--- src/dsfa_pkg.sv ---
// Shared types and constants for the dust sensor frame assembler.
// No dependencies; used by every module of the block.
package dsfa_pkg;

	localparam int MAX_BODY_LEN  = 28;
	localparam int MIN_BODY_LEN  = 20;
	localparam int BINS_BODY_LEN = 28;
	localparam int FRAME_CAP     = MAX_BODY_LEN + 4;
	localparam int POS_W         = $clog2(FRAME_CAP + 1);
	localparam int LEFT_W        = $clog2(MAX_BODY_LEN + 1);

	localparam int NUM_READ   = 12;
	localparam int NUM_PM     = 6;
	localparam int NUM_BINS   = NUM_READ - NUM_PM;
	localparam int BODY_START = 4;
	localparam int BUF_BYTES  = 2 * NUM_READ;
	localparam int BIDX_W     = $clog2(BUF_BYTES);
	localparam int IDX_W      = 4;

	localparam logic [IDX_W-1:0] LAST_IDX = IDX_W'(NUM_READ - 1);

	localparam logic [7:0] PREAMBLE_A = 8'h42;
	localparam logic [7:0] PREAMBLE_B = 8'h4D;

	localparam logic [1:0] ST_OK      = 2'd0;
	localparam logic [1:0] ST_BAD_LEN = 2'd1;
	localparam logic [1:0] ST_BAD_SUM = 2'd2;
	localparam logic [1:0] ST_NOT_DUE = 2'd3;

	localparam logic [1:0] CFG_SAMPLE_PERIOD = 2'd0;
	localparam logic [1:0] CFG_WARMUP        = 2'd1;
	localparam logic [1:0] CFG_ENABLE        = 2'd2;

	localparam logic [15:0] RST_SAMPLE_PERIOD = 16'd300;
	localparam logic [15:0] RST_WARMUP        = 16'd30;

	typedef enum logic [2:0] {
		PH_HUNT_A = 3'd0,
		PH_HUNT_B = 3'd1,
		PH_LEN_HI = 3'd2,
		PH_LEN_LO = 3'd3,
		PH_BODY   = 3'd4
	} phase_t;

	typedef struct packed {
		logic [7:0]  rx_byte;
		logic [31:0] now_seconds;
	} in_t;

	typedef struct packed {
		logic [1:0]       status;
		logic [IDX_W-1:0] reading_index;
		logic [15:0]      reading_value;
		logic             standby_request;
		logic [31:0]      good_frames;
		logic [31:0]      bad_frames;
		logic [31:0]      sample_time;
		logic             last;
	} out_t;

	typedef struct packed {
		logic [15:0] sample_period;
		logic [15:0] warmup_interval;
		logic        enable;
	} cfg_t;

	// One frame's outcome, handed from the parser to the result sequencer
	typedef struct packed {
		logic [1:0]                   status;
		logic                         sb;
		logic [31:0]                  good;
		logic [31:0]                  bad;
		logic [31:0]                  stamp;
		logic [NUM_READ-1:0][15:0]    vals;
	} run_t;

endpackage

--- src/dsfa_parse.sv ---
// Byte input register and frame parser: preamble hunt, length check,
// running checksum, due test, counters and size bins. Uses dsfa_pkg.
module dsfa_parse (
	input  logic           clk,
	input  logic           arst_n,
	input  logic           in_valid,
	output logic           in_stall,
	input  dsfa_pkg::in_t  in_data,
	input  dsfa_pkg::cfg_t cfg,
	input  logic           emit_free,
	output logic           load_valid,
	output dsfa_pkg::run_t load
);

	logic          valid_s1;
	dsfa_pkg::in_t data_s1;

	dsfa_pkg::phase_t phase_q, phase_n;
	logic [15:0] sum_q, sum_n;
	logic [7:0]  prev_q, prev_n;
	logic [7:0]  lenhi_q, lenhi_n;
	logic        len28_q, len28_n;
	logic [dsfa_pkg::LEFT_W-1:0] left_q, left_n;
	logic [dsfa_pkg::POS_W-1:0]  wpos_q, wpos_n;
	logic [31:0] stamp_q, stamp_n;
	logic [31:0] good_q, good_n;
	logic [31:0] bad_q, bad_n;
	logic [7:0]  buf_q [dsfa_pkg::BUF_BYTES];
	logic [15:0] bins_q [dsfa_pkg::NUM_BINS];
	logic        bins_we;
	logic        buf_we;
	logic [dsfa_pkg::BIDX_W-1:0] buf_idx;

	logic        res_v;
	logic        advance;
	logic [7:0]  b;
	logic [31:0] now;
	logic [15:0] len16;
	logic [15:0] sum_acc;
	logic [dsfa_pkg::POS_W-1:0] wpos_off;
	dsfa_pkg::run_t run_c;

	assign b       = data_s1.rx_byte;
	assign now     = data_s1.now_seconds;
	assign len16   = {lenhi_q, b};
	assign sum_acc = sum_q + 16'(prev_q);
	assign wpos_off = wpos_q - dsfa_pkg::POS_W'(dsfa_pkg::BODY_START);
	assign buf_idx  = wpos_off[dsfa_pkg::BIDX_W-1:0];

	always_comb begin
		phase_n = phase_q;
		sum_n   = sum_q;
		prev_n  = prev_q;
		lenhi_n = lenhi_q;
		len28_n = len28_q;
		left_n  = left_q;
		wpos_n  = wpos_q;
		stamp_n = stamp_q;
		good_n  = good_q;
		bad_n   = bad_q;
		bins_we = 1'b0;
		buf_we  = 1'b0;
		res_v   = 1'b0;
		run_c        = '0;
		run_c.status = dsfa_pkg::ST_OK;
		if (cfg.enable) begin
			unique case (phase_q)
				dsfa_pkg::PH_HUNT_B: begin
					if (b == dsfa_pkg::PREAMBLE_B) begin
						sum_n   = sum_acc;
						prev_n  = b;
						wpos_n  = dsfa_pkg::POS_W'(2);
						phase_n = dsfa_pkg::PH_LEN_HI;
					end else begin
						phase_n = dsfa_pkg::PH_HUNT_A;
					end
				end
				dsfa_pkg::PH_LEN_HI: begin
					sum_n   = sum_acc;
					prev_n  = b;
					lenhi_n = b;
					wpos_n  = dsfa_pkg::POS_W'(3);
					phase_n = dsfa_pkg::PH_LEN_LO;
				end
				dsfa_pkg::PH_LEN_LO: begin
					sum_n  = sum_acc;
					prev_n = b;
					wpos_n = dsfa_pkg::POS_W'(dsfa_pkg::BODY_START);
					if (len16 < 16'(dsfa_pkg::MIN_BODY_LEN) ||
					    len16 > 16'(dsfa_pkg::MAX_BODY_LEN)) begin
						bad_n        = bad_q + 32'd1;
						phase_n      = dsfa_pkg::PH_HUNT_A;
						res_v        = 1'b1;
						run_c.status = dsfa_pkg::ST_BAD_LEN;
					end else begin
						left_n  = len16[dsfa_pkg::LEFT_W-1:0];
						len28_n = (len16 == 16'(dsfa_pkg::BINS_BODY_LEN));
						phase_n = dsfa_pkg::PH_BODY;
					end
				end
				dsfa_pkg::PH_BODY: begin
					if (wpos_q < dsfa_pkg::POS_W'(dsfa_pkg::FRAME_CAP)) begin
						wpos_n = wpos_q + 1'b1;
						buf_we = (wpos_q >= dsfa_pkg::POS_W'(dsfa_pkg::BODY_START)) &&
						         (wpos_off < dsfa_pkg::POS_W'(dsfa_pkg::BUF_BYTES));
					end
					sum_n  = sum_acc;
					prev_n = b;
					if (left_q != '0)
						left_n = left_q - 1'b1;
					if (left_q <= dsfa_pkg::LEFT_W'(1)) begin
						// final body byte: prev_q holds the checksum high byte
						phase_n = dsfa_pkg::PH_HUNT_A;
						res_v   = 1'b1;
						if ((now - stamp_q) < {16'd0, cfg.sample_period}) begin
							run_c.status = dsfa_pkg::ST_NOT_DUE;
						end else if (sum_q != {prev_q, b}) begin
							bad_n        = bad_q + 32'd1;
							run_c.status = dsfa_pkg::ST_BAD_SUM;
						end else begin
							stamp_n  = now;
							good_n   = good_q + 32'd1;
							bins_we  = len28_q;
							run_c.sb = (cfg.sample_period > cfg.warmup_interval);
							for (int k = 0; k < dsfa_pkg::NUM_READ; k++) begin
								if (k < dsfa_pkg::NUM_PM || len28_q)
									run_c.vals[k] = {buf_q[2*k], buf_q[2*k+1]};
								else
									run_c.vals[k] = bins_q[k - dsfa_pkg::NUM_PM];
							end
						end
					end
				end
				default: begin
					phase_n = dsfa_pkg::PH_HUNT_A;
					if (b == dsfa_pkg::PREAMBLE_A) begin
						sum_n   = 16'd0;
						prev_n  = b;
						wpos_n  = dsfa_pkg::POS_W'(1);
						phase_n = dsfa_pkg::PH_HUNT_B;
					end
				end
			endcase
		end
		run_c.good  = good_n;
		run_c.bad   = bad_n;
		run_c.stamp = stamp_n;
	end

	assign advance    = valid_s1 && (!res_v || emit_free);
	assign in_stall   = valid_s1 && !advance;
	assign load_valid = advance && res_v;
	assign load       = run_c;

	always_ff @(posedge clk or negedge arst_n) begin
		if (!arst_n) begin
			valid_s1 <= 1'b0;
		end else if (!in_stall) begin
			valid_s1 <= in_valid;
		end
	end

	always_ff @(posedge clk) begin
		if (in_valid && !in_stall)
			data_s1 <= in_data;
	end

	always_ff @(posedge clk or negedge arst_n) begin
		if (!arst_n) begin
			phase_q <= dsfa_pkg::PH_HUNT_A;
			left_q  <= '0;
			wpos_q  <= '0;
			stamp_q <= '0;
			good_q  <= '0;
			bad_q   <= '0;
			for (int j = 0; j < dsfa_pkg::NUM_BINS; j++)
				bins_q[j] <= '0;
		end else if (advance) begin
			phase_q <= phase_n;
			left_q  <= left_n;
			wpos_q  <= wpos_n;
			stamp_q <= stamp_n;
			good_q  <= good_n;
			bad_q   <= bad_n;
			if (bins_we) begin
				for (int j = 0; j < dsfa_pkg::NUM_BINS; j++)
					bins_q[j] <= {buf_q[2*(j + dsfa_pkg::NUM_PM)],
					              buf_q[2*(j + dsfa_pkg::NUM_PM) + 1]};
			end
		end
	end

	always_ff @(posedge clk) begin
		if (advance) begin
			sum_q   <= sum_n;
			prev_q  <= prev_n;
			lenhi_q <= lenhi_n;
			len28_q <= len28_n;
			if (buf_we)
				buf_q[buf_idx] <= b;
		end
	end

	a_body_left: assert property (@(posedge clk) disable iff (!arst_n)
		phase_q == dsfa_pkg::PH_BODY |-> left_q != '0)
		else $error("body phase with no bytes left");

	a_good_needs_ok: assert property (@(posedge clk) disable iff (!arst_n)
		advance && good_n != good_q |-> load_valid && run_c.status == dsfa_pkg::ST_OK)
		else $error("good count moved without an accepted frame");

	a_one_counter: assert property (@(posedge clk) disable iff (!arst_n)
		good_q != $past(good_q) |-> bad_q == $past(bad_q))
		else $error("good and bad counts moved together");

endmodule

--- src/dsfa_emit.sv ---
// Result sequencer: holds one frame's outcome and walks its readings out;
// a frame whose status is not ST_OK gives a single entry. Uses dsfa_pkg.
module dsfa_emit (
	input  logic           clk,
	input  logic           arst_n,
	input  logic           load_valid,
	input  dsfa_pkg::run_t load,
	output logic           emit_free,
	output logic           out_valid,
	input  logic           out_stall,
	output dsfa_pkg::out_t out_data
);

	logic                       run_valid_q;
	dsfa_pkg::run_t             run_q;
	logic [dsfa_pkg::IDX_W-1:0] idx_q;
	logic                       last_c;
	logic                       pop;

	assign last_c    = (run_q.status != dsfa_pkg::ST_OK) || (idx_q == dsfa_pkg::LAST_IDX);
	assign pop       = run_valid_q && !out_stall;
	assign emit_free = !run_valid_q || (pop && last_c);
	assign out_valid = run_valid_q;

	always_comb begin
		out_data.status          = run_q.status;
		out_data.reading_index   = idx_q;
		out_data.reading_value   = run_q.vals[idx_q];
		out_data.standby_request = run_q.sb;
		out_data.good_frames     = run_q.good;
		out_data.bad_frames      = run_q.bad;
		out_data.sample_time     = run_q.stamp;
		out_data.last            = last_c;
	end

	always_ff @(posedge clk or negedge arst_n) begin
		if (!arst_n) begin
			run_valid_q <= 1'b0;
			idx_q       <= '0;
		end else if (load_valid) begin
			run_valid_q <= 1'b1;
			idx_q       <= '0;
		end else if (pop) begin
			if (last_c)
				run_valid_q <= 1'b0;
			else
				idx_q <= idx_q + 1'b1;
		end
	end

	always_ff @(posedge clk) begin
		if (load_valid)
			run_q <= load;
	end

	a_load_when_free: assert property (@(posedge clk) disable iff (!arst_n)
		load_valid |-> emit_free)
		else $error("new request loaded over a pending run");

	a_step: assert property (@(posedge clk) disable iff (!arst_n)
		pop && !last_c && !load_valid |=> out_valid && idx_q == $past(idx_q) + 1'b1)
		else $error("reading run skipped or dropped an entry");

	a_reject_single: assert property (@(posedge clk) disable iff (!arst_n)
		out_valid && run_q.status != dsfa_pkg::ST_OK |->
		out_data.last && out_data.reading_value == 16'd0 && idx_q == '0)
		else $error("rejection result not a single zero entry");

endmodule

--- src/dust_sensor_frame_assembler_unit.sv ---
// Dust sensor frame assembler, top level: configuration registers, parser
// and result sequencer. Byte results pass through the input register, then
// the result register. One byte per cycle is taken, but a byte that ends
// the next frame waits while a run is still draining; a good frame's 12
// readings leave one per cycle while result_stall is low. Reset clears control
// state, counters, stamp and size bins; there is no clearing pass.
module dust_sensor_frame_assembler_unit (
	input  logic           clk,
	input  logic           arst_n,
	input  logic           byte_valid,
	output logic           byte_stall,
	input  dsfa_pkg::in_t  byte_data,
	output logic           result_valid,
	input  logic           result_stall,
	output dsfa_pkg::out_t result_data,
	input  logic           cfg_valid,
	output logic           cfg_ready,
	input  logic [1:0]     cfg_index,
	input  logic [15:0]    cfg_data
);

	dsfa_pkg::cfg_t cfg_q;
	logic           load_valid;
	dsfa_pkg::run_t load;
	logic           emit_free;

	assign cfg_ready = 1'b1;

	always_ff @(posedge clk or negedge arst_n) begin
		if (!arst_n) begin
			cfg_q.sample_period   <= dsfa_pkg::RST_SAMPLE_PERIOD;
			cfg_q.warmup_interval <= dsfa_pkg::RST_WARMUP;
			cfg_q.enable          <= 1'b1;
		end else if (cfg_valid && cfg_ready) begin
			unique case (cfg_index)
				dsfa_pkg::CFG_SAMPLE_PERIOD: cfg_q.sample_period   <= cfg_data;
				dsfa_pkg::CFG_WARMUP:        cfg_q.warmup_interval <= cfg_data;
				dsfa_pkg::CFG_ENABLE:        cfg_q.enable          <= cfg_data[0];
				default: begin
				end
			endcase
		end
	end

	dsfa_parse u_parse (
		.clk        (clk),
		.arst_n     (arst_n),
		.in_valid   (byte_valid),
		.in_stall   (byte_stall),
		.in_data    (byte_data),
		.cfg        (cfg_q),
		.emit_free  (emit_free),
		.load_valid (load_valid),
		.load       (load)
	);

	dsfa_emit u_emit (
		.clk        (clk),
		.arst_n     (arst_n),
		.load_valid (load_valid),
		.load       (load),
		.emit_free  (emit_free),
		.out_valid  (result_valid),
		.out_stall  (result_stall),
		.out_data   (result_data)
	);

endmodule
--- config.mk ---
export PLATFORM = sky130hd
export DESIGN_NAME = dust_sensor_frame_assembler_unit
export DESIGN_NICKNAME = d
export VERILOG_FILES = /design/src/dsfa_pkg.sv /design/src/dsfa_parse.sv /design/src/dsfa_emit.sv /design/src/dust_sensor_frame_assembler_unit.sv
export SDC_FILE = /design/constraint.sdc
export NUM_CORES = 1
export LEC_CHECK = 0
export ABC_AREA = 1
export BUFFER_PORTS_ARGS = -buffer_cell sky130_fd_sc_hd__buf_2
export CAP_MARGIN = 20
export CELL_PAD_IN_SITES_DETAIL_PLACEMENT = 0
export CELL_PAD_IN_SITES_GLOBAL_PLACEMENT = 1
export CORE_UTILIZATION = 52
export CTS_CLUSTER_DIAMETER = 80
export CTS_CLUSTER_SIZE = 10
export DETAILED_ROUTE_END_ITERATION = 16
export PLACE_DENSITY = 0.85
export SLEW_MARGIN = 30
export SYNTH_ARGS = -nofsm -noshare
export SYNTH_HDL_FRONTEND = slang
export SYNTH_SLANG_ARGS = --single-unit
--- constraint.sdc ---
create_clock -name clk -period 12.97 [get_ports clk]
set_input_delay 1.9455 -clock clk [delete_from_list [all_inputs] [get_ports clk]]
set_output_delay 1.9455 -clock clk [all_outputs]
set_load 0.02 [all_outputs]
==> results.md <==
- Status: finished, final reports clean
- Internal power: about 4.7 mW
- CTS tree: built
- Switching share of power: 31.9%
- Grt ovf: 0
- Pre-antenna DRT Iters: 7
- Setup violations, final: 0
- CTS root buf: clkbuf_16
- Sequential share of power: 44.4%
- Syn Area/Cell: 9.49 um^2
- Yosys warns: 0
- Initial Utilization: 52.6%
- Clk slew on worst S/H paths: ~0.050 ns
- Register bit count reported by yosys: 801
- CTS Sinks: 801
- Critical path, cell by cell: buf_4 -> nor2_1 -> inv_1 -> nand2_1 -> nor3_1 -> nand2_1 -> nand2_2 -> inv_2 -> nor2_2 -> inv_2 -> nand2_2 -> nand2_4 -> nor2_4 -> nand2_1 -> clkinv_8 -> buf_6 -> buf_4
- Vias in the first global route: 26300
- Slew Viols, Final: 0
- Gpl congestion: 0.876
- Sequential element share of the synthesized area: 58.4%
- Clk_skew: around 0.03 ns
- Headroom to the max-slew limit: 35.2%
- Final Cycle Share: 46.5%
- DRC errors left: 0
- Clock Latency Late Sink: 0.65 ns
- Longest Clk Path Bufs: 3
- Maximum vdd drop: slightly above 0.1 mV
- Final HPWL DP: 59.3 mm
- Max Fclk: 166 MHz
- Crit path buf inv count: 7
- Critical-path maximum fanout: about 140
- Ports: 186
- # H-tree levels: 3
- CP Capture Type: flop
- Setup TNS: 0 ns
- Initial DRC count: 2190
- Die area: 0.0764 mm^2
- Via density: around 5.3
- Worst Hold Endpoint: u_parse.bins_q[39]$_DFFE_PN0P_
- Top cell by count, worst path: nand2_1
- Layout fillers: 6452
- Die X: ~280 um
- # nets final: 4309
- I/O Buffers: ~180
- Register-to-register setup slack: 6.94 ns
- Core footprint: 0.0744 mm^2
- CTS resizes: 0
- CTS buffer count: 90
- Gate Count Post-Synth: 4122
- Final Hold Fails: 0
- WP data arrival: 6.27 ns
- Synth-to-layout area growth: 9.33%
- CTS Hold Bufs: 0
- Post-synth cell types: 58
- Antenna viol nets, final: 0
- Initial antenna violation count: 1
- Worst min path class: reg -> reg
- DR vias: 27600
- Hold path start: u_parse.bins_q[39]$_DFFE_PN0P_
- Power share of the clock group: 33.5%
- Worst slack, placed: ~6.5 ns
- Unrepaired setup endpoints after global routing: no
- Final worst slack: 6.94 ns
- Max-Cap Viols: 0
- Worst path top cell family by delay: buffers and inverters
- Worst-margin pin slew: 0.969 ns
- Crit Path Class: reg -> reg
- Ys async rst share: 30.6%
- R2r endpoint: u_emit.run_q[162]$_SDFFCE_PP0P_
- Leakage power: 18.5 nW
- Min cycle time layout: 6.03 ns
- Total Wirelength: 92.8 mm
- Maximum number of pins on one net before global-route repair: 194
- Global Route Usage Sum: 24.3%
- Syn nets: approximately 4300
- Critical path launch point type: flop
- CP max-delay cell: buf_4
- Synth Flop Type: edfxtp_1
- Worst Hold Path Cells: 2
- Row Count: 100
- First-pass GRT wire length: 147 mm
- NetSw: roughly 2.2 mW
- Pwr dens: 162 mW/mm^2
- Layout cells sized above 1: 9.67%
- Cell Area, Synth: 0.0391 mm^2
- CP peak stage delay: 0.82 ns
- Post-synth EDFFs: between 500 and 600
- Setup bufs post-CTS: 0
- Logic pwr share: 22.1%
- Die Span Y: 276 um
- Post-DR wirelength/cell: 17.8 um
- R2r startpoint: u_parse.b[2]$_DFFE_PP_
- Worst Path Required: 13.22 ns
- R2R cell count: 17
==> worst min-delay path: cells and delay by family (launching register included) <==
kind / cells / cell delay [ns]
compound gates: 1 / 0.05
simple gates: 1 / 0.05
flops: 1 / 0.34
==> logic make-up (layout without fill, tap and decap cells) <==
family / count (synthesis) / count (layout) / share of synthesized area, %
simple gates: 1635 / 1635 / 17.1
mux: 23 / 23 / 0.588
other cells: 1 / 2 / 0.00958
buf+inv: 859 / 976 / 9.50
compound gates: 652 / 652 / 10.2
fa+ha+maj: 84 / 84 / 2.72
xor+xnor: 67 / 67 / 1.50
flops: 801 / 801 / 58.4
==> registers in the layout, indices dropped and copies added, names as in the netlist, 5 cells and up <==
signal / flops
u_parse.buf_q: 192
u_emit.run_q: 192
u_parse.left_q: 5
u_parse.now: 32
u_parse.wpos_q: 6
u_parse.good_q: 32
u_parse.b: 8
cfg_q: 33
u_emit.out_data: 99
u_parse.sum_q: 16
u_parse.prev_q: 8
u_parse.lenhi_q: 8
u_parse.stamp_q: 32
u_parse.bins_q: 96
u_parse.bad_q: 32
==> worst max-delay path by stage <==
stage | slack [ns] | from | end | cells after the start
after global placement | 6.29 | result_stall | u_emit.run_q[146]$_SDFFCE_PP0P_ | 10
final | 6.94 | u_parse.b[2]$_DFFE_PP_ | u_emit.run_q[162]$_SDFFCE_PP0P_ | 17
after detailed placement | 6.49 | result_stall | u_emit.run_q[163]$_SDFFCE_PP0P_ | 10
after global routing | 6.36 | u_parse.lenhi_q[7]$_DFFE_PP_ | u_emit.run_q[130]$_SDFFCE_PP0P_ | 15
after floorplan | 4.10 | result_stall | u_emit.out_data[10]$_DFFE_PP_ | 7
after CTS | 6.65 | u_parse.b[2]$_DFFE_PP_ | u_emit.run_q[130]$_SDFFCE_PP0P_ | 17
==> power by group through the flow <==
stage | logic [mW] | registers, mW | clock network (mW)
2_1_floorplan | 1.11 | 3.04 | 0
5_1_grt | 1.73 | 3.09 | 2.47
4_1_cts | 1.54 | 3.07 | 2.37
6_report | 1.53 | 3.08 | 2.32
3_5_place_dp | 1.53 | 3.12 | 0
3_3_place_gp | 1.51 | 3.12 | 0
==> cell usage after synthesis, drive strengths merged (7+ instances only) <==
cell type	number	area [um^2]
nand2	912	3460
inv	592	2220
edfxtp	556	16700
nor2	472	1830
o21ai	361	1890
dfrtp	236	5910
buf	158	1070
nand3	127	646
clkbuf	107	412
a211oi	103	778
ha	82	1030
a21oi	62	310
xor2	48	420
nor3	46	240
nand4	43	269
o211ai	26	195
o32ai	25	219
o221ai	24	210
mux2i	23	230
a21boi	19	143
xnor2	19	166
nor4	14	103
or2	11	68.8
dfstp	9	236
a32o	7	70.1
==> metal layers <==
layer  wire [um]  share of wire [%]  vias to the layer above  track usage [%]
met4        2130                2.3                        0             6.95
met2       41500                 45                      815             37.8
li1            -                  -                    13600                -
met1       43300                 47                    13000             35.5
met5           0                  0                        -                0
met3        5780                6.2                      140             3.70
==> placed cells by master (no fill, tap or decap), types with 48 or more instances in the layout <==
cell	instances
xor2_1	48
ha_1	82
nor2_1	450
a211oi_1	102
nand2_1	902
o21ai_0	324
clkbuf_16	92
clkbuf_1	71
nand3_1	123
buf_2	183
edfxtp_1	556
dfrtp_1	234
inv_1	577
a21oi_1	62
==> metrics by stage <==
stage          util (%)  std cells  power [mW]  instance area (um^2)  hold WS (ns)
2_1_floorplan         -       4122        4.15                 39100         0.449
3_3_place_gp       53.8       5037        4.63                 40000         0.465
3_5_place_dp       53.9       5038        4.65                 40100         0.473
4_1_cts            57.4       5207        6.99                 42700         0.487
5_1_grt            57.5       5208        7.29                 42800         0.501
6_report           57.5       5209        6.93                 42800         0.481
==> cell type report <==
cell class	instances	area, um^2	area share (%)
timing repair buffer	213	1210	2.84
multi-input combinational	2462	12600	29.5
antenna	1	2.50	0.00585
sequential	801	22800	53.4
clock inverter	6	75.1	0.175
clock buffer	163	2570	6.00
tap	969	1210	2.83
inverter	594	2240	5.25
No activity file was read; power rests on OpenSTA's default activity.
